**config.mk**
```make
export PLATFORM = sky130hd
export DESIGN_NAME = can_bit_timing_solver_core
export DESIGN_NICKNAME = d
export VERILOG_FILES = /design/src/cbts_pkg.sv /design/src/cbts_divider.sv /design/src/cbts_seg_split.sv /design/src/can_bit_timing_solver_core.sv
export VERILOG_INCLUDE_DIRS = /design/src /design/src/src
export SDC_FILE = /design/constraint.sdc
export NUM_CORES = 1
export LEC_CHECK = 0
export CAP_MARGIN = 20
export CORE_MARGIN = 5
export CORE_UTILIZATION = 45
export DETAILED_ROUTE_END_ITERATION = 10
export DONT_BUFFER_PORTS = 1
export PLACE_DENSITY = 0.59
export SLEW_MARGIN = 20
export SYNTH_ARGS = -nofsm -noshare
export SYNTH_HDL_FRONTEND = slang
export SYNTH_HIERARCHICAL = 1
export SYNTH_SLANG_ARGS = --single-unit
```
**constraint.sdc**
```tcl
create_clock -name clock -period 15.65 [get_ports clock]
set_input_delay 0.7825 -clock clock [delete_from_list [all_inputs] [get_ports clock]]
set_output_delay 0.7825 -clock clock [all_outputs]
set_load 0.005 [all_outputs]
```
**src/assert_macros.svh**
```systemverilog
// Assertion macros shared by the bit timing solver RTL.
`ifndef ASSERT_MACROS_SVH
`define ASSERT_MACROS_SVH
`ifndef NO_ASSERTIONS
// Same-cycle implication: when ante holds, cons holds in that cycle.
`define ASSERT_IMPLIES(label, clk, rst, ante, cons) \
   label: assert property (@(posedge clk) disable iff (rst) (ante) |-> (cons)) \
      else $error("assertion failed: same-cycle implication");
// Next-cycle implication: when ante holds, cons holds in the next cycle.
`define ASSERT_NEXT(label, clk, rst, ante, cons) \
   label: assert property (@(posedge clk) disable iff (rst) (ante) |=> (cons)) \
      else $error("assertion failed: next-cycle implication");
`else
`define ASSERT_IMPLIES(label, clk, rst, ante, cons)
`define ASSERT_NEXT(label, clk, rst, ante, cons)
`endif
`endif

```
**src/cbts_pkg.sv**
```systemverilog
// Package with widths, constants and shared types of the CAN bit timing solver.
package cbts_pkg;

   localparam int unsigned ClockW  = 32;
   localparam int unsigned RateW   = 24;
   localparam int unsigned TotalW  = 23;
   localparam int unsigned QuantaW = 5;
   localparam int unsigned StepW   = 6;
   localparam int unsigned RemW    = 24;

   localparam logic [ClockW-1:0]  CLOCK_RESET_HZ  = 32'd100000000;
   localparam logic [RateW-1:0]   MIN_RATE        = 24'd1000;
   localparam logic [RateW-1:0]   FAST_RATE       = 24'd1000000;
   localparam logic [QuantaW-1:0] FAST_MAX_QUANTA = 5'd10;
   localparam logic [QuantaW-1:0] SLOW_MAX_QUANTA = 5'd17;
   localparam logic [QuantaW-1:0] MIN_QUANTA      = 5'd3;
   localparam logic [TotalW-1:0]  MAX_PRESCALER   = 23'd256;
   localparam logic [QuantaW-1:0] MAX_SEG1        = 5'd16;
   localparam logic [QuantaW-1:0] MAX_SEG2        = 5'd8;
   localparam logic [14:0]        SP_LIMIT_PLUS1  = 15'd901;
   localparam logic [14:0]        SP_SCALE        = 15'd1000;

   localparam logic [StepW-1:0]   TOTAL_STEPS     = 6'd32;
   localparam logic [StepW-1:0]   QUANTA_STEPS    = 6'd23;

   typedef struct packed {
      logic              go;
      logic [ClockW-1:0] dividend;
      logic [RemW-1:0]   divisor;
      logic [StepW-1:0]  steps;
   } div_cmd_type;

   typedef struct packed {
      logic              done;
      logic [ClockW-1:0] quotient;
      logic [RemW-1:0]   remainder;
   } div_sts_type;

   typedef struct packed {
      logic       valid;
      logic [3:0] seg1_field;
      logic [2:0] seg2_field;
   } seg_split_type;

endpackage

```
**src/cbts_divider.sv**
```systemverilog
// Shared restoring divider that produces one quotient bit per cycle.
module cbts_divider (
   input  logic                    clock,
   input  logic                    reset,
   input  cbts_pkg::div_cmd_type   cmd,
   output cbts_pkg::div_sts_type   sts
);

   logic                              busy_ff, busy_in;
   logic                              done_ff, done_in;
   logic [cbts_pkg::StepW-1:0]        count_ff, count_in;
   logic [cbts_pkg::RemW-1:0]         rem_ff, rem_in;
   logic [cbts_pkg::ClockW-1:0]       quo_ff, quo_in;
   logic [cbts_pkg::RemW-1:0]         divisor_ff, divisor_in;
   logic [cbts_pkg::RemW+1:0]         trial;

   always_comb begin
      trial      = {1'b0, rem_ff, quo_ff[cbts_pkg::ClockW-1]} - {2'b00, divisor_ff};
      busy_in    = busy_ff;
      done_in    = 1'b0;
      count_in   = count_ff;
      rem_in     = rem_ff;
      quo_in     = quo_ff;
      divisor_in = divisor_ff;
      if (cmd.go) begin
         busy_in    = 1'b1;
         count_in   = cmd.steps;
         rem_in     = '0;
         quo_in     = cmd.dividend;
         divisor_in = cmd.divisor;
      end else if (busy_ff) begin
         // With a nonzero divisor, the partial remainder always stays below it.
         if (!trial[cbts_pkg::RemW+1]) begin
            rem_in = trial[cbts_pkg::RemW-1:0];
         end else begin
            rem_in = {rem_ff[cbts_pkg::RemW-2:0], quo_ff[cbts_pkg::ClockW-1]};
         end
         quo_in   = {quo_ff[cbts_pkg::ClockW-2:0], ~trial[cbts_pkg::RemW+1]};
         count_in = count_ff - 1'b1;
         if (count_ff == {{(cbts_pkg::StepW-1){1'b0}}, 1'b1}) begin
            busy_in = 1'b0;
            done_in = 1'b1;
         end
      end
   end

   always_ff @(posedge clock) begin
      if (reset) begin
         busy_ff  <= 1'b0;
         done_ff  <= 1'b0;
         count_ff <= '0;
      end else begin
         busy_ff  <= busy_in;
         done_ff  <= done_in;
         count_ff <= count_in;
      end
      rem_ff     <= rem_in;
      quo_ff     <= quo_in;
      divisor_ff <= divisor_in;
   end

   assign sts.done      = done_ff;
   assign sts.quotient  = quo_ff;
   assign sts.remainder = rem_ff;

endmodule

```
**src/cbts_seg_split.sv**
```systemverilog
// Splits the quanta of one bit into the two time segments for the sample point.
module cbts_seg_split (
   input  logic [cbts_pkg::QuantaW-1:0] quanta,
   output cbts_pkg::seg_split_type      split
);

   logic [cbts_pkg::QuantaW-1:0] sum;
   logic [6:0]                   near_num, trunc_num;
   logic [cbts_pkg::QuantaW-1:0] s1_near, s1_trunc, s1, s2;
   logic                         degenerate, too_late;
   logic [14:0]                  sp_lhs, sp_rhs;

   always_comb begin
      sum        = quanta - 1'b1;
      near_num   = 7'(sum) * 7'd7 + 7'd3;
      s1_near    = {1'b0, near_num[6:3]};
      trunc_num  = 7'(sum) * 7'd7 - 7'd1;
      s1_trunc   = {1'b0, trunc_num[6:3]};
      degenerate = (sum <= s1_near);
      // The sample point exceeds 90 percent exactly when 1000 * (1 + s1) reaches
      // 901 times the bit length.
      sp_lhs     = cbts_pkg::SP_SCALE * 15'(s1_near + 1'b1);
      sp_rhs     = cbts_pkg::SP_LIMIT_PLUS1 * 15'(quanta);
      too_late   = (sp_lhs >= sp_rhs);
      s1         = too_late ? s1_trunc : s1_near;
      s2         = sum - s1;
      split.valid = !degenerate && (s1 != '0) && (s1 <= cbts_pkg::MAX_SEG1) &&
                    (s2 != '0) && (s2 <= cbts_pkg::MAX_SEG2);
      split.seg1_field = 4'(s1 - 1'b1);
      split.seg2_field = 3'(s2 - 1'b1);
   end

endmodule

```
**src/can_bit_timing_solver_core.sv**
```systemverilog
// Top level of the CAN bit timing solver: sequencer, registers and result stage.
// A bitrate below 1000 goes from acceptance straight to the result stage and strobe; otherwise
// k quanta counts (1 to 15) are tried in turn: the shared divider takes 32 steps for
// clock / bitrate, then 23 steps plus a decision per candidate.
// Throughput: one item at a time; busy falls in the strobe cycle, so the next item is taken
// at the edge ending it. Synchronous active-high reset idles and loads clock_hz = 100 MHz.
`include "assert_macros.svh"

module can_bit_timing_solver_core (
   input  logic                          clock,
   input  logic                          reset,
   // Command channel.
   input  logic                          start,
   output logic                          busy,
   input  logic [cbts_pkg::RateW-1:0]    req_bitrate,
   // Result strobe and fields; the receiver cannot stall.
   output logic                          rsp_valid,
   output logic                          rsp_ok,
   output logic [7:0]                    rsp_prescaler_field,
   output logic [3:0]                    rsp_seg1_field,
   output logic [2:0]                    rsp_seg2_field,
   output logic [1:0]                    rsp_jump_width_field,
   // Clock frequency register write channel.
   input  logic                          csr_valid,
   output logic                          csr_ready,
   input  logic [cbts_pkg::ClockW-1:0]   csr_clock_hz
);

   // One-hot sequencer states.
   typedef enum logic [3:0] {
      ST_IDLE      = 4'b0001,
      ST_DIV_TOTAL = 4'b0010,
      ST_DIV_Q     = 4'b0100,
      ST_FINISH    = 4'b1000
   } state_type;

   state_type                          state_ff, state_in;
   logic [cbts_pkg::ClockW-1:0]        clock_hz_ff, clock_hz_in;
   logic                               fail_ff, fail_in;
   logic [cbts_pkg::TotalW-1:0]        total_ff, total_in;
   logic [cbts_pkg::RemW-1:0]          rem0_ff, rem0_in;
   logic [cbts_pkg::QuantaW-1:0]       quanta_ff, quanta_in;
   logic [cbts_pkg::TotalW-1:0]        presc_ff, presc_in;

   logic                               rsp_valid_ff, rsp_valid_in;
   logic                               rsp_ok_ff, rsp_ok_in;
   logic [7:0]                         rsp_presc_ff, rsp_presc_in;
   logic [3:0]                         rsp_seg1_ff, rsp_seg1_in;
   logic [2:0]                         rsp_seg2_ff, rsp_seg2_in;
   logic [1:0]                         rsp_sjw_ff, rsp_sjw_in;

   cbts_pkg::div_cmd_type              div_cmd;
   cbts_pkg::div_sts_type              div_sts;
   cbts_pkg::seg_split_type            split;
   logic                               result_ok;
   logic                               fail_fields_zero;
   logic                               quanta_in_range;

   // The one shared arithmetic unit: both divisions run through it.
   cbts_divider u_divider (
      .clock (clock),
      .reset (reset),
      .cmd   (div_cmd),
      .sts   (div_sts)
   );

   // Segment split for the candidate quanta count that divided evenly.
   cbts_seg_split u_seg_split (
      .quanta (quanta_ff),
      .split  (split)
   );

   assign busy      = (state_ff != ST_IDLE);
   assign csr_ready = (state_ff == ST_IDLE);

   always_comb begin
      clock_hz_in = clock_hz_ff;
      if (csr_valid && csr_ready) begin
         clock_hz_in = csr_clock_hz;
      end
   end

   // The bitrate is matched exactly when clock_hz / total equals the bitrate, and
   // with total = clock_hz / bitrate that holds exactly when the remainder of the
   // first division is below total. A zero prescaler is caught by the range check.
   assign result_ok = !fail_ff && (presc_ff != '0) && (presc_ff <= cbts_pkg::MAX_PRESCALER) &&
                      split.valid && ({1'b0, total_ff} > rem0_ff);

   always_comb begin
      state_in     = state_ff;
      fail_in      = fail_ff;
      total_in     = total_ff;
      rem0_in      = rem0_ff;
      quanta_in    = quanta_ff;
      presc_in     = presc_ff;
      rsp_valid_in = 1'b0;
      rsp_ok_in    = rsp_ok_ff;
      rsp_presc_in = rsp_presc_ff;
      rsp_seg1_in  = rsp_seg1_ff;
      rsp_seg2_in  = rsp_seg2_ff;
      rsp_sjw_in   = rsp_sjw_ff;
      div_cmd      = '0;

      unique case (state_ff)
         ST_IDLE: begin
            if (start) begin
               if (req_bitrate < cbts_pkg::MIN_RATE) begin
                  fail_in  = 1'b1;
                  state_in = ST_FINISH;
               end else begin
                  fail_in   = 1'b0;
                  quanta_in = (req_bitrate >= cbts_pkg::FAST_RATE) ?
                              cbts_pkg::FAST_MAX_QUANTA : cbts_pkg::SLOW_MAX_QUANTA;
                  div_cmd.go       = 1'b1;
                  div_cmd.dividend = clock_hz_ff;
                  div_cmd.divisor  = req_bitrate;
                  div_cmd.steps    = cbts_pkg::TOTAL_STEPS;
                  state_in         = ST_DIV_TOTAL;
               end
            end
         end
         ST_DIV_TOTAL: begin
            if (div_sts.done) begin
               // The bitrate is at least 1000, so the quotient fits in 23 bits.
               total_in = div_sts.quotient[cbts_pkg::TotalW-1:0];
               rem0_in  = div_sts.remainder;
               div_cmd.go       = 1'b1;
               div_cmd.dividend = {div_sts.quotient[cbts_pkg::TotalW-1:0],
                                   {(cbts_pkg::ClockW-cbts_pkg::TotalW){1'b0}}};
               div_cmd.divisor  = {{(cbts_pkg::RemW-cbts_pkg::QuantaW){1'b0}}, quanta_ff};
               div_cmd.steps    = cbts_pkg::QUANTA_STEPS;
               state_in         = ST_DIV_Q;
            end
         end
         ST_DIV_Q: begin
            if (div_sts.done) begin
               if (div_sts.remainder == '0) begin
                  presc_in = div_sts.quotient[cbts_pkg::TotalW-1:0];
                  state_in = ST_FINISH;
               end else if (quanta_ff <= cbts_pkg::MIN_QUANTA) begin
                  // No quanta count down to three divides the total evenly.
                  fail_in  = 1'b1;
                  state_in = ST_FINISH;
               end else begin
                  quanta_in        = quanta_ff - 1'b1;
                  div_cmd.go       = 1'b1;
                  div_cmd.dividend = {total_ff, {(cbts_pkg::ClockW-cbts_pkg::TotalW){1'b0}}};
                  div_cmd.divisor  = {{(cbts_pkg::RemW-cbts_pkg::QuantaW){1'b0}},
                                      quanta_ff - 1'b1};
                  div_cmd.steps    = cbts_pkg::QUANTA_STEPS;
               end
            end
         end
         ST_FINISH: begin
            rsp_valid_in = 1'b1;
            rsp_ok_in    = result_ok;
            rsp_presc_in = result_ok ? 8'(presc_ff - 1'b1) : 8'd0;
            rsp_seg1_in  = result_ok ? split.seg1_field : 4'd0;
            rsp_seg2_in  = result_ok ? split.seg2_field : 3'd0;
            rsp_sjw_in   = result_ok ? 2'd1 : 2'd0;
            state_in     = ST_IDLE;
         end
         default: begin
            state_in = ST_IDLE;
         end
      endcase
   end

   always_ff @(posedge clock) begin
      if (reset) begin
         state_ff     <= ST_IDLE;
         clock_hz_ff  <= cbts_pkg::CLOCK_RESET_HZ;
         rsp_valid_ff <= 1'b0;
      end else begin
         state_ff     <= state_in;
         clock_hz_ff  <= clock_hz_in;
         rsp_valid_ff <= rsp_valid_in;
      end
      fail_ff      <= fail_in;
      total_ff     <= total_in;
      rem0_ff      <= rem0_in;
      quanta_ff    <= quanta_in;
      presc_ff     <= presc_in;
      rsp_ok_ff    <= rsp_ok_in;
      rsp_presc_ff <= rsp_presc_in;
      rsp_seg1_ff  <= rsp_seg1_in;
      rsp_seg2_ff  <= rsp_seg2_in;
      rsp_sjw_ff   <= rsp_sjw_in;
   end

   assign rsp_valid            = rsp_valid_ff;
   assign rsp_ok               = rsp_ok_ff;
   assign rsp_prescaler_field  = rsp_presc_ff;
   assign rsp_seg1_field       = rsp_seg1_ff;
   assign rsp_seg2_field       = rsp_seg2_ff;
   assign rsp_jump_width_field = rsp_sjw_ff;

   assign fail_fields_zero = (rsp_prescaler_field == 8'd0) && (rsp_seg1_field == 4'd0) &&
                             (rsp_seg2_field == 3'd0) && (rsp_jump_width_field == 2'd0);
   assign quanta_in_range  = (quanta_ff >= cbts_pkg::MIN_QUANTA) &&
                             (quanta_ff <= cbts_pkg::SLOW_MAX_QUANTA);

   // A failed item carries all-zero fields.
   `ASSERT_IMPLIES(a_fail_fields_zero, clock, reset, rsp_valid && !rsp_ok, fail_fields_zero)
   // Each item yields one single-cycle strobe.
   `ASSERT_NEXT(a_strobe_single, clock, reset, rsp_valid, !rsp_valid)
   // The candidate quanta count stays within its search range.
   `ASSERT_IMPLIES(a_quanta_range, clock, reset, state_ff == ST_DIV_Q, quanta_in_range)
   // The divider only finishes while the sequencer waits for it.
   `ASSERT_IMPLIES(a_div_done_expected, clock, reset, div_sts.done, busy && !rsp_valid_in)
   // An accepted item makes the block busy.
   `ASSERT_NEXT(a_accept_busy, clock, reset, start && !busy, busy)

endmodule
```
* Word level (Yosys, flattened, before mapping)
Cells that the tools add are included.
Cells by class: magnitude comparators 9, equality and inequality tests 14, muxes and demuxes 39, add/subtract/negate cells 10, multipliers 3, reductions and logical operators 23, bitwise gates (word level) 2
Operator list (number):
- 63-bit 2-to-1 mux | 6
- 63-bit case mux with 3 select lines | 1
- 32-bit 2-to-1 mux | 2
- 5-bit 2-to-1 mux | 6
- 4-bit 2-to-1 mux | 7
- 25-bit by 24-bit subtractor with 26-bit output | 1
- 24-bit by 20-bit greater-or-equal comparator with 1-bit output (second input constant) | 1
- 23-bit by 24-bit greater-than comparator with 1-bit output | 1
- 24-bit zero test | 1
- 24-bit by 10-bit < comparator with 1-bit output (second input constant) | 1
- 24-bit 2-to-1 mux | 1
- 23-bit by 9-bit less-or-equal comparator with 1-bit output (second input constant) | 1
- 23-bit nonzero test | 1
- 15-bit greater-or-equal comparator | 1
- 10-bit by 5-bit multiplier with 15-bit output (first input constant) | 1
- 7-bit by 15-bit multiplier with 12-bit output (first input constant) | 1
- 6-bit 2-to-1 mux | 2
- 4-bit case mux with 3 select lines | 1
- 1-bit 2-to-1 mux | 11
- 2-bit inequality test (second input constant) | 5
- 5-bit case mux with 2 select lines | 1
- 5-bit nonzero test | 2
- 1-bit logical AND | 9
- 8-bit by 1-bit subtractor with 8-bit output (second input constant) | 1
- other kinds (31) | 35
Word-level totals: input bits 60, word-level logic and storage cells 119, flip-flop bits (word level) 219, output and inout bits 21

* Depth between registers and ports, before layout
Gate-level depths: netlist (run 1).
depth after elaboration 15, mapped depth 53, gate-level depth less buffers 52

* By module
The synthesis (run 1) kept the hierarchy.
By module, submodules not included:
- can_bit_timing_solver_core | area an instance 6032.0 µm², seq. area each 3503.4 µm², cells each 554, instances 1
- cbts_divider | area an instance 4828.4 µm², seq. area each 2322.2 µm², cells each 451, instances 1
- cbts_seg_split | area an instance 2680.1 µm², seq. area each 0.0 µm², cells each 308, instances 1

* Worst setup path after synthesis (run 1)
No wires, ideal clock.
path kind reg-to-reg, start reg quanta_ff[0] in the netlist's numbering, end reg rsp_presc_ff[2], in the netlist rsp_prescaler_field[2] (data pin), library setup time 0.138 ns, path buffers 1, cell stages (with the launch flop) 49, setup slack 4.530 ns, required time 15.512 ns, data arrival time 10.982 ns, clock period less this slack 11.120 ns, cells stage by stage edfxtp_1 inv_1 ha_1 xor2_1 inv_1 fa_1 inv_1 fa_1 xnor2_1 nand4b_1 xor2_1 or3_1 xor2_1 inv_1 fa_1 fa_1 fa_1 inv_1 [... 13 more ...] inv_1 nor2_1 nor3_1 ha_1 inv_1 ha_1 nor3_1 nor2_1 a221oi_2 a211oi_1 nor3b_2 nor4b_1 nand4_1 nor3b_2 o41a_2 a32oi_2 buf_6 nor2_1
RTL lines:
- start, declared | line can_bit_timing_solver_core.sv:42 | logic [cbts_pkg::QuantaW-1:0] quanta_ff, quanta_in;
- start signal, assigned | line can_bit_timing_solver_core.sv:182 | quanta_ff <= quanta_in;
- end signal, assigned | line can_bit_timing_solver_core.sv:185 | rsp_presc_ff <= rsp_presc_in;
- end, declared | line can_bit_timing_solver_core.sv:47 | logic [7:0] rsp_presc_ff, rsp_presc_in;

==> results of run 1 <==
report_power, final:
part           switching (mW)  internal, mW  total, mW
clock                   0.218         0.325      0.542
sequential             0.0482         0.667      0.715
combinational            1.37          1.07       2.44
cell type report:
| type | instances | area, um2 |
|---|---|---|
| Clock buffer | 32 | 693.2 |
| Clock inverter | 8 | 62.56 |
| Fill cell | 2766 | 15000 |
| Inverter | 137 | 514.2 |
| Multi-Input combinational cell | 910 | 6992 |
| Sequential cell | 217 | 5826 |
| Tap cell | 390 | 488.0 |
| Timing Repair Buffer | 8 | 60.06 |
synth_stat cells, types with 18 or more instances:
library cell,count,area share
sky130_fd_sc_hd__nand2_1,112,0.031
sky130_fd_sc_hd__nor3_1,18,0.0067
sky130_fd_sc_hd__dfxtp_1,69,0.10
sky130_fd_sc_hd__inv_1,136,0.038
sky130_fd_sc_hd__xor2_1,24,0.016
sky130_fd_sc_hd__mux2_2,32,0.027
sky130_fd_sc_hd__nor2_1,81,0.022
sky130_fd_sc_hd__xnor2_1,46,0.030
sky130_fd_sc_hd__nand3_1,26,0.0096
sky130_fd_sc_hd__ha_1,138,0.13
sky130_fd_sc_hd__edfxtp_1,148,0.33
sky130_fd_sc_hd__a21oi_1,81,0.030
sky130_fd_sc_hd__a222oi_1,23,0.017
sky130_fd_sc_hd__clkbuf_1,25,0.0069
sky130_fd_sc_hd__o21ai_0,31,0.011
sky130_fd_sc_hd__and2_1,32,0.015
sequential cells by signal, indices dropped and copies added, names as in the netlist:
register / flops
clock_hz_ff: 32
rsp_seg1_field: 4
u_divider/busy_ff: 1
state_ff: 4
rsp_valid: 1
rsp_prescaler_field: 8
rsp_ok: 1
presc_ff: 23
u_divider/count_ff: 6
u_divider/rem_ff: 24
quanta_ff: 5
fail_ff: 1
total_ff: 23
u_divider/quo_ff: 32
u_divider/done_ff: 1
u_divider/divisor_ff: 24
rsp_seg2_field: 3
rem0_ff: 24
through the flow:
step           cells  total power, mW  setup WS [ns]
4_1_cts         1702            3.734          2.894
5_1_grt         1702            4.077          1.935
3_5_place_dp    1662            3.172          2.969
6_report        1702            3.696          2.921
3_3_place_gp    1662            3.119          3.395
2_1_floorplan   1314            2.647          4.530
kinds of logic after synthesis:
group	share of synthesized area
AO/OA/AOI/OAI	0.1376
XOR/XNOR	0.04528
adder cells (fa/ha/maj)	0.1512
buffers and inverters	0.05563
flip-flops	0.4302
multiplexers	0.03474
other	0.0002769
AND/OR/NAND/NOR	0.1451
per-layer routing:
metal / global-route usage / vias up
met2: 0.3025 / 213
met3: 0.02612 / 46
met4: 0.03278 / 2
li1: - / 4716
met1: 0.2638 / 4542
met5: 0 / -
path summary, 6_finish.rpt:
kind / start / to / slack, ns / cells past startpoint
setup / recovery: quanta_ff[0] / rsp_prescaler_field[5] / 2.92 / 47
hold / removal: reset / clock_hz_ff[0] / 0.34 / 1
setup reg to reg: quanta_ff[0] / rsp_prescaler_field[5] / 2.92 / 47
hold reg to reg: clock_hz_ff[0] / clock_hz_ff[0] / 0.44 / 2
worst max-delay path: cells and delay by family (launching register included):
| kind | cells | cell delay [ns] |
|---|---|---|
| fa+ha+maj | 10 | 3.97 |
| simple gates | 15 | 3.08 |
| compound gates | 10 | 2.37 |
| xor+xnor | 5 | 1.63 |
| flops | 1 | 0.80 |
| buf+inv | 7 | 0.73 |
==> PnR_summary.wiki, run 1 <==
{| class="wikitable"
! Metric !! Value
|-
| Run status || complete, no violations
|-
| Crit path arrival time || 13.07 ns
|-
| Slew Limit Headroom || 0.3081
|-
| Clock Tree Buf Depth || 3
|-
| Vias in the first global route || 9,447
|-
| Total Routing Usage GR || 0.1842
|-
| Synth Register Bits || 217
|-
| Io pins || about 80
|-
| Max-slew violation total from the final report || 0
|-
| Cell at the slowest stage of the critical path || sky130_fd_sc_hd__edfxtp_1
|-
| Uppermost routed layer || met5
|-
| Crit path launch type || register
|-
| Number of buffers added on ports || 0
|-
| Met3 wire len || 1.344 mm
|-
| Number of distinct library cells after synthesis || 88
|-
| DIE AREA || 0.03366 mm2
|-
| Die width || ~180 um
|-
| Total clock buffers created by CTS || 23
|-
| Die extent in y || 183.5 um
|-
| Total negative setup slack || 0 ns
|-
| Biggest cell delay along the critical path || around 0.8 ns
|-
| Most common cell after layout, fill and taps aside || sky130_fd_sc_hd__edfxtp_1
|-
| Max-cap violation count || 0
|-
| Post-detailed-route DRC marker count || 0
|-
| Last weighted congestion value of the routability-driven placer || 0.8505
|-
| First DRT Iteration DRCs || 746
|-
| Clk pin slew, worst setup/hold paths || 0.06 ns
|-
| Wl on met1 || 14.73 mm
|-
| Final setup viols || 0
|-
| Post-layout net count || roughly 1,500
|-
| Ant. Diodes || 0
|-
| Detailed-placement wirelength estimate || 23.23 mm
|-
| Leakage dissipation || 6.056 nW
|-
| Mean cell area of the mapped netlist || 10.31 um2
|-
| Post-CTS repair timing setup buffer count || 0
|-
| Post-detailed-route via-to-cell ratio || 5.593
|-
| Post-detailed-route wirelength per cell || 18.33 um
|-
| Residual antenna-violating net count after detailed routing || 0
|-
| Initial DRT Pass Iterations || 8
|-
| Gr ovfl total || 0
|-
| Max Fclk || just under 0.08 GHz
|-
| CTS tree || done
|-
| Asr flop ratio synth || 0
|-
| Worst-path fanout max || 18
|-
| Cell Area, Placed || 0.01388 mm2
|-
| Clock period minus final worst setup slack || 12.73 ns
|-
| Ratio of cells with drive above 1 in the final layout || 0.09146
|-
| Clk root buf || sky130_fd_sc_hd__clkbuf_16
|-
| Hold-fix buffer count after cts || 0
|-
| Initial cell density of the core || 0.4569
|-
| Synthesized instance count || 1,313
|-
| Utilization after layout || 0.4938
|-
| PD cells || 252.5 mW/mm2
|-
| Warnings, synthesis || 6
|-
| Initial antenna violation count || 1
|-
| EDFF count, synth || between 100 and 150
|-
| Met2 Routed Length || 14.59 mm
|-
| Synthesis-to-finish area growth || 8.085%
|-
| Number of resized instances in the post-cts repair step || 0
|-
| Sequential-to-total area share from yosys stat || 0.4302
|-
| Kind of end point of the critical path || register
|-
| Site row count || 63
|-
| Final hold vios || 0
|-
| Worst Setup Path Type || reg2reg
|-
| Max H-tree Level || 1
|-
| Clock latency on the worst-skew pair || about 0.5 ns
|-
| Wire length of the first global-routing pass || 50.81 mm
|-
| Post-route cell area || 0.01464 mm2
|-
| Total Wirelength || roughly 31 mm
|-
| Maximum vdd drop || 0.0004012 V
|-
| Count of clock tree sinks || 217
|-
| Clock Skew || 0.01096 ns
|-
| Share of the clock period used by the worst path || 0.8133
|-
| Leading cell types in the layout, fill and taps excluded || 148 x sky130_fd_sc_hd__edfxtp_1, 138 x sky130_fd_sc_hd__ha_1, 136 x sky130_fd_sc_hd__inv_1
|-
| Most frequently used flop master after synthesis || sky130_fd_sc_hd__edfxtp_1
|-
| Slew at the pin closest to its max-slew limit || around 1.0 ns
|-
| Most common cell on crit path || sky130_fd_sc_hd__inv_1
|-
| Core area || 0.02964 mm2
|-
| Min-delay worst type || in2reg
|-
| Vias || 9,519
|-
| Largest net degree at the start of global routing || 74
|-
| Tightest hold margin || 0.3437 ns
|-
| Setup repair after global routing missed its margin || no
|-
| Required time at the endpoint of the critical path || 15.99 ns
|-
| Cell Area, Synth || 0.01354 mm2
|}
Power figures use the tool's default switching activity.
==> run 2: changes to the inputs <==
Settings changed: PLACE_DENSITY 0.59 to 0.61.
Clock period 15.65 ns to 11.6 ns, I/O delays scaled along.
==> run 2 against run 1 <==
Effect of this change:
- clock skew up 0.0051 ns
- setup slack worse by 2.2 ns
- non-clock buffer count up 17
- cell count increased by 1.2%
- die area unchanged
- design area rose by 2.2%
- critical endpoint is now rsp_seg2_field[0]
- highest routed layer unchanged
==> PnR_summary.wiki, run 2 (synthesized netlist as in run 1, its figures left out) <==
{| class="wikitable"
! Metric !! Value
|-
| Die extent in y || 183.5 um
|-
| Clk pin slew, worst setup/hold paths || 0.06 ns
|-
| Final cell count without fillers || 1,723
|-
| Ratio of cells with drive above 1 in the final layout || 0.1208
|-
| Initial antenna violation count || 2
|-
| Post-detailed-route via-to-cell ratio || 5.615
|-
| Slew at the pin closest to its max-slew limit || 1.049 ns
|-
| Gr ovfl total || 0
|-
| Kind of end point of the critical path || register
|-
| Min-delay worst type || in2reg
|-
| Leading cell types in the layout, fill and taps excluded || 148 x sky130_fd_sc_hd__edfxtp_1, 136 x sky130_fd_sc_hd__ha_1, 133 x sky130_fd_sc_hd__inv_1
|-
| Max H-tree Level || 1
|-
| Worst-path fanout max || 16
|-
| Biggest cell delay along the critical path || ~0.60 ns
|-
| Run status || complete, no violations
|-
| Number of buffers added on ports || 0
|-
| Clock latency on the worst-skew pair || 0.52 ns
|-
| Max-slew violation total from the final report || 0
|-
| Hold-fix buffer count after cts || 0
|-
| Residual antenna-violating net count after detailed routing || 0
|-
| Filler instances || around 2,700
|-
| First DRT Iteration DRCs || 780
|-
| Number of cells after detailed placement || 1,674
|-
| Vias in the first global route || 9,339
|-
| Last weighted congestion value of the routability-driven placer || 0.8828
|-
| Crit path launch type || register
|-
| Post-detailed-route DRC marker count || 0
|-
| Synthesis-to-finish area growth || 10.47%
|-
| Layer carrying the most global-route usage || met2
|-
| Post-detailed-route wirelength per cell || 18.35 um
|-
| Clock Skew || 0.01604 ns
|-
| Total clock buffers created by CTS || 24
|-
| Crit path arrival time || 11.27 ns
|-
| Final hold vios || 0
|-
| Top Registers || clock_hz_ff: 32 flops, u_divider/quo_ff: 32 flops
|-
| DIE AREA || 0.03366 mm2
|-
| Total area of multi-input combinational cells || roughly 0.0071 mm2
|-
| Io pins || 81
|-
| Routing usage on met1 || 0.2632
|-
| Ant. Diodes || 0
|-
| Post-layout net count || 1,529
|-
| Most common cell after layout, fill and taps aside || sky130_fd_sc_hd__edfxtp_1
|-
| Total Routing Usage GR || 0.1849
|-
| Initial cell density of the core || 0.4569
|-
| Die width || around 180 um
|-
| Tightest hold margin || 0.1336 ns
|-
| Detailed-placement wirelength estimate || 23.16 mm
|-
| Clk root buf || sky130_fd_sc_hd__clkbuf_16
|-
| CTS tree || done
|-
| Max-cap violation count || 0
|-
| Largest net degree at the start of global routing || 83
|-
| Met2 track demand over resource || 0.3061
|-
| Wire length of the first global-routing pass || just over 50 mm
|-
| Total Wirelength || approximately 32 mm
|-
| Count of clock tree sinks || 217
|-
| Total area of sequential cells || 0.005826 mm2
|-
| Max Fclk || 0.09160 GHz
|-
| Share of the clock period used by the worst path || 0.9411
|-
| Clock Tree Buf Depth || 3
|-
| Worst Setup Path Type || reg2reg
|-
| Cell at the slowest stage of the critical path || sky130_fd_sc_hd__fa_1
|-
| Met3 Resource Use GR || 0.02928
|-
| Vias || 9,675
|-
| Required time at the endpoint of the critical path || 11.96 ns
|-
| Clock period minus final worst setup slack || 10.92 ns
|-
| Initial DRT Pass Iterations || 7
|-
| Core area || 0.02964 mm2
|-
| Site row count || 63
|-
| Slew Limit Headroom || 0.3005
|-
| Final setup viols || 0
|}
## run 2: cell count changes in the layout (fill, tap and decap cells not counted), moves of 3 or more
cell / previous run / this run
sky130_fd_sc_hd__inv_1: 136 / 133
sky130_fd_sc_hd__xnor2_1: 46 / 42
sky130_fd_sc_hd__buf_4: 8 / 25
sky130_fd_sc_hd__xor2_1: 24 / 21
sky130_fd_sc_hd__xnor2_2: 0 / 4
sky130_fd_sc_hd__inv_2: 0 / 3
## run 2: worst max-delay path, delay by kind of cell (launching register included)
kind,cells,cell delay [ns]
compound gates,10,1.90
xor+xnor,5,0.85
fa+ha+maj,10,3.77
buf+inv,7,0.73
flops,1,0.39
simple gates,16,3.12
## run 2: metrics by stage
step | worst slack, ns | setup TNS [ns] | cell area, um2 | util
after global routing | -0.03013 | -0.1452 | 14960 | 0.5047
after detailed placement | 0.1508 | 0 | 13970 | 0.4712
after floorplan | 0.4799 | 0 | 13540 | -
after global placement | 0.4920 | 0 | 13970 | 0.4712
final | 0.6829 | 0 | 14960 | 0.5047
after CTS | 0.05127 | 0 | 14770 | 0.4985
## run 2: repair_timing
item,CTS,global route
setup buffers,0,5
setup endpoints to repair,0,16
gates resized for setup,0,27
endpoints found under the hold margin,0,0
## run 2: final timing paths
check / from / end / slack [ns] / depth (start not counted)
worst max-delay path: quanta_ff[0] / rsp_seg2_field[0] / 0.68 / 48
worst min-delay path: reset / clock_hz_ff[29] / 0.13 / 1
worst max register to register: quanta_ff[0] / rsp_seg2_field[0] / 0.68 / 48
worst min register to register: clock_hz_ff[0] / clock_hz_ff[0] / 0.44 / 2
## run 2: area by class of cell
| cell class | instances | share of cell area |
|---|---|---|
| Inverter | 137 | 0.03438 |
| Tap cell | 390 | 0.03262 |
| Multi-Input combinational cell | 910 | 0.4770 |
| Sequential cell | 217 | 0.3895 |
| Clock buffer | 33 | 0.04726 |
| Timing Repair Buffer | 25 | 0.01255 |
| Clock inverter | 11 | 0.006775 |
## run 2: metal layers
metal,share of wire,vias up
met4,0.011,4
met5,0.0011,-
met3,0.055,31
met2,0.47,253
li1,-,4741
met1,0.46,4646
Power of run 2 is left out: the tool's default activity adds up to more than one toggle a clock period on the data nets, which glitch-free logic cannot reach.
==> run 3: changes to the inputs <==
Clock period 11.6 ns to 10 ns, I/O delays scaled along.
==> run 3 against run 2 <==
Effect of this change:
- the flow now finishes with violations (setup timing)
- setup slack got worse by 1.5 ns
- non-clock buffer count rose by 116
- via count rose by 6.0%
- sequential share of layout area fell by 2.8 points
- global-route usage rose by 1.1 points
- largest cell class unchanged
- critical path depth rose by 23
- worst hold slack got worse by 0.061 ns
- count of clock-buffer cells in the layout rose by 1
- flip-flop and latch count did not move
- register-to-register slack got worse by 1.5 ns
==> PnR_summary.wiki, run 3 (synthesized netlist as in run 1, its figures left out) <==
{| class="wikitable"
! Metric !! Value
|-
| Run status || finished, violations left
|-
| Violations in the final reports || setup timing
|-
| Cell Area, Placed || ~0.015 mm2
|-
| Most common cell on crit path || sky130_fd_sc_hd__buf_4
|-
| Max-cap violation count || 0
|-
| Detailed-placement wirelength estimate || roughly 23 mm
|-
| Filler instances || 2,588
|-
| Residual antenna-violating net count after detailed routing || 0
|-
| Initial DRT Pass Iterations || 7
|-
| Biggest cell delay along the critical path || 0.54 ns
|-
| Post-detailed-route DRC marker count || 0
|-
| Largest net degree at the start of global routing || between 80 and 90
|-
| Wire length of the first global-routing pass || about 53 mm
|-
| Total Wirelength || 33.98 mm
|-
| Ratio of cells with drive above 1 in the final layout || 0.2149
|-
| Total clock buffers created by CTS || 25
|-
| Count of clock tree sinks || 217
|-
| Kind of end point of the critical path || register
|-
| Synthesis-to-finish area growth || 18.93%
|-
| Gr ovfl total || 0
|-
| Final setup viols || 16
|-
| Clock Tree Buf Depth || 3
|-
| Required time at the endpoint of the critical path || 10.36 ns
|-
| Final hold vios || 0
|-
| Vias || approximately 10,000
|-
| Smallest setup slack after layout || -0.7694 ns
|-
| Slew Limit Headroom || 0.3103
|-
| Tightest hold margin || around 0.072 ns
|-
| Min-delay worst type || in2reg
|-
| Clock latency on the worst-skew pair || 0.52 ns
|-
| Total Routing Usage GR || 0.1958
|-
| Post-detailed-route via-to-cell ratio || 5.569
|-
| Vias in the first global route || slightly above 10,000
|-
| Crit path launch type || register
|-
| Max Fclk || 0.09286 GHz
|-
| Max H-tree Level || 1
|-
| DIE AREA || 0.03366 mm2
|-
| Setup repair after global routing missed its margin || yes
|-
| Worst Setup Path Type || reg2reg
|-
| Site row count || 63
|-
| Clk root buf || sky130_fd_sc_hd__clkbuf_16
|-
| Crit path arrival time || 11.13 ns
|-
| Die extent in y || between 150 and 200 um
|-
| Core area || approximately 0.030 mm2
|-
| Last weighted congestion value of the routability-driven placer || between 0.8 and 0.9
|-
| Initial cell density of the core || 0.4569
|-
| Post-detailed-route wirelength per cell || around 18 um
|-
| Utilization after layout || 0.5434
|-
| Top Registers || clock_hz_ff: 32 flops, u_divider/quo_ff: 32 flops
|-
| Post-layout net count || 1,647
|-
| Number of buffers added on ports || 0
|-
| Io pins || 81
|-
| Clock Skew || 0.01951 ns
|-
| CTS tree || done
|-
| Clock period minus final worst setup slack || between 10 and 15 ns
|-
| Worst-path fanout max || 8
|-
| Slew at the pin closest to its max-slew limit || 1.032 ns
|-
| Post-route cell area || between 0.015 and 0.02 mm2
|-
| Initial antenna violation count || 0
|-
| Ant. Diodes || 0
|-
| Die width || approximately 180 um
|-
| Clk pin slew, worst setup/hold paths || 0.06 ns
|-
| Share of the clock period used by the worst path || 1.077
|-
| Most common cell after layout, fill and taps aside || sky130_fd_sc_hd__edfxtp_1
|-
| Place WS || -0.6471 ns
|-
| First DRT Iteration DRCs || 818
|-
| Max-slew violation total from the final report || 0
|-
| Cell at the slowest stage of the critical path || sky130_fd_sc_hd__fa_1
|-
| Leading cell types in the layout, fill and taps excluded || 148 x sky130_fd_sc_hd__edfxtp_1, 140 x sky130_fd_sc_hd__buf_4, 130 x sky130_fd_sc_hd__ha_1
|}
## run 3: changes by cell type in the layout (fill, tap and decap cells not counted), sizes merged
| cell | delta |
|---|---|
| a32oi | +1 |
| inv | +2 |
| clkbuf | +1 |
| clkinv | +1 |
| bufinv | -2 |
| buf | +116 |
## run 3: critical path: cells and delay by family, from the launching register on
family | cells | cell delay [ns]
buf+inv | 51 | 6.27
xor+xnor | 3 | 0.50
fa+ha+maj | 4 | 1.43
compound gates | 4 | 0.53
flops | 1 | 0.43
simple gates | 9 | 1.48
## run 3: area by class of cell
cell class / instances / area [um2] / area share
clock buffers: 34 / 730.7 / 0.04537
clock inverters: 12 / 72.57 / 0.004506
inverters: 137 / 516.7 / 0.03209
multi-input cells: 911 / 7408 / 0.4600
flip-flops and latches: 217 / 5826 / 0.3617
well taps: 390 / 488.0 / 0.03030
repair buffers: 141 / 1062 / 0.06596
## run 3: final timing paths
check | endpoint | slack, ns | depth (start not counted) | from
setup / recovery | rsp_prescaler_field[1] | -0.77 | 71 | quanta_ff[1]
hold / removal | u_divider/count_ff[0] | 0.07 | 1 | reset
setup reg to reg | rsp_prescaler_field[1] | -0.77 | 71 | quanta_ff[1]
hold reg to reg | clock_hz_ff[1] | 0.45 | 2 | clock_hz_ff[1]
## run 3: stage by stage
stage | TNS [ns] | cells
floorplan | -6.596 | 1314
global placement | -4.130 | 1731
detailed placement | -9.921 | 1731
CTS | -5.298 | 1835
global route | -15.90 | 1842
finish | -11.72 | 1842
## run 3: per-layer routing
metal / up-vias / GRT usage / share of wire
met5: - / 0 / 0
met4: 0 / 0.06019 / 0.026
met3: 72 / 0.03106 / 0.052
met2: 288 / 0.3243 / 0.48
met1: 4902 / 0.2655 / 0.45
li1: 4996 / - / -
## run 3: timing repair
action	in CTS	in global routing
endpoints found under the setup margin	16	16
buffers inserted	57	7
pin swaps	21	25
endpoints found under the hold margin	0	0
resized for setup	18	16
gates cloned	1	0
hold buffers	0	0
Power of run 3 is left out for the same reason.
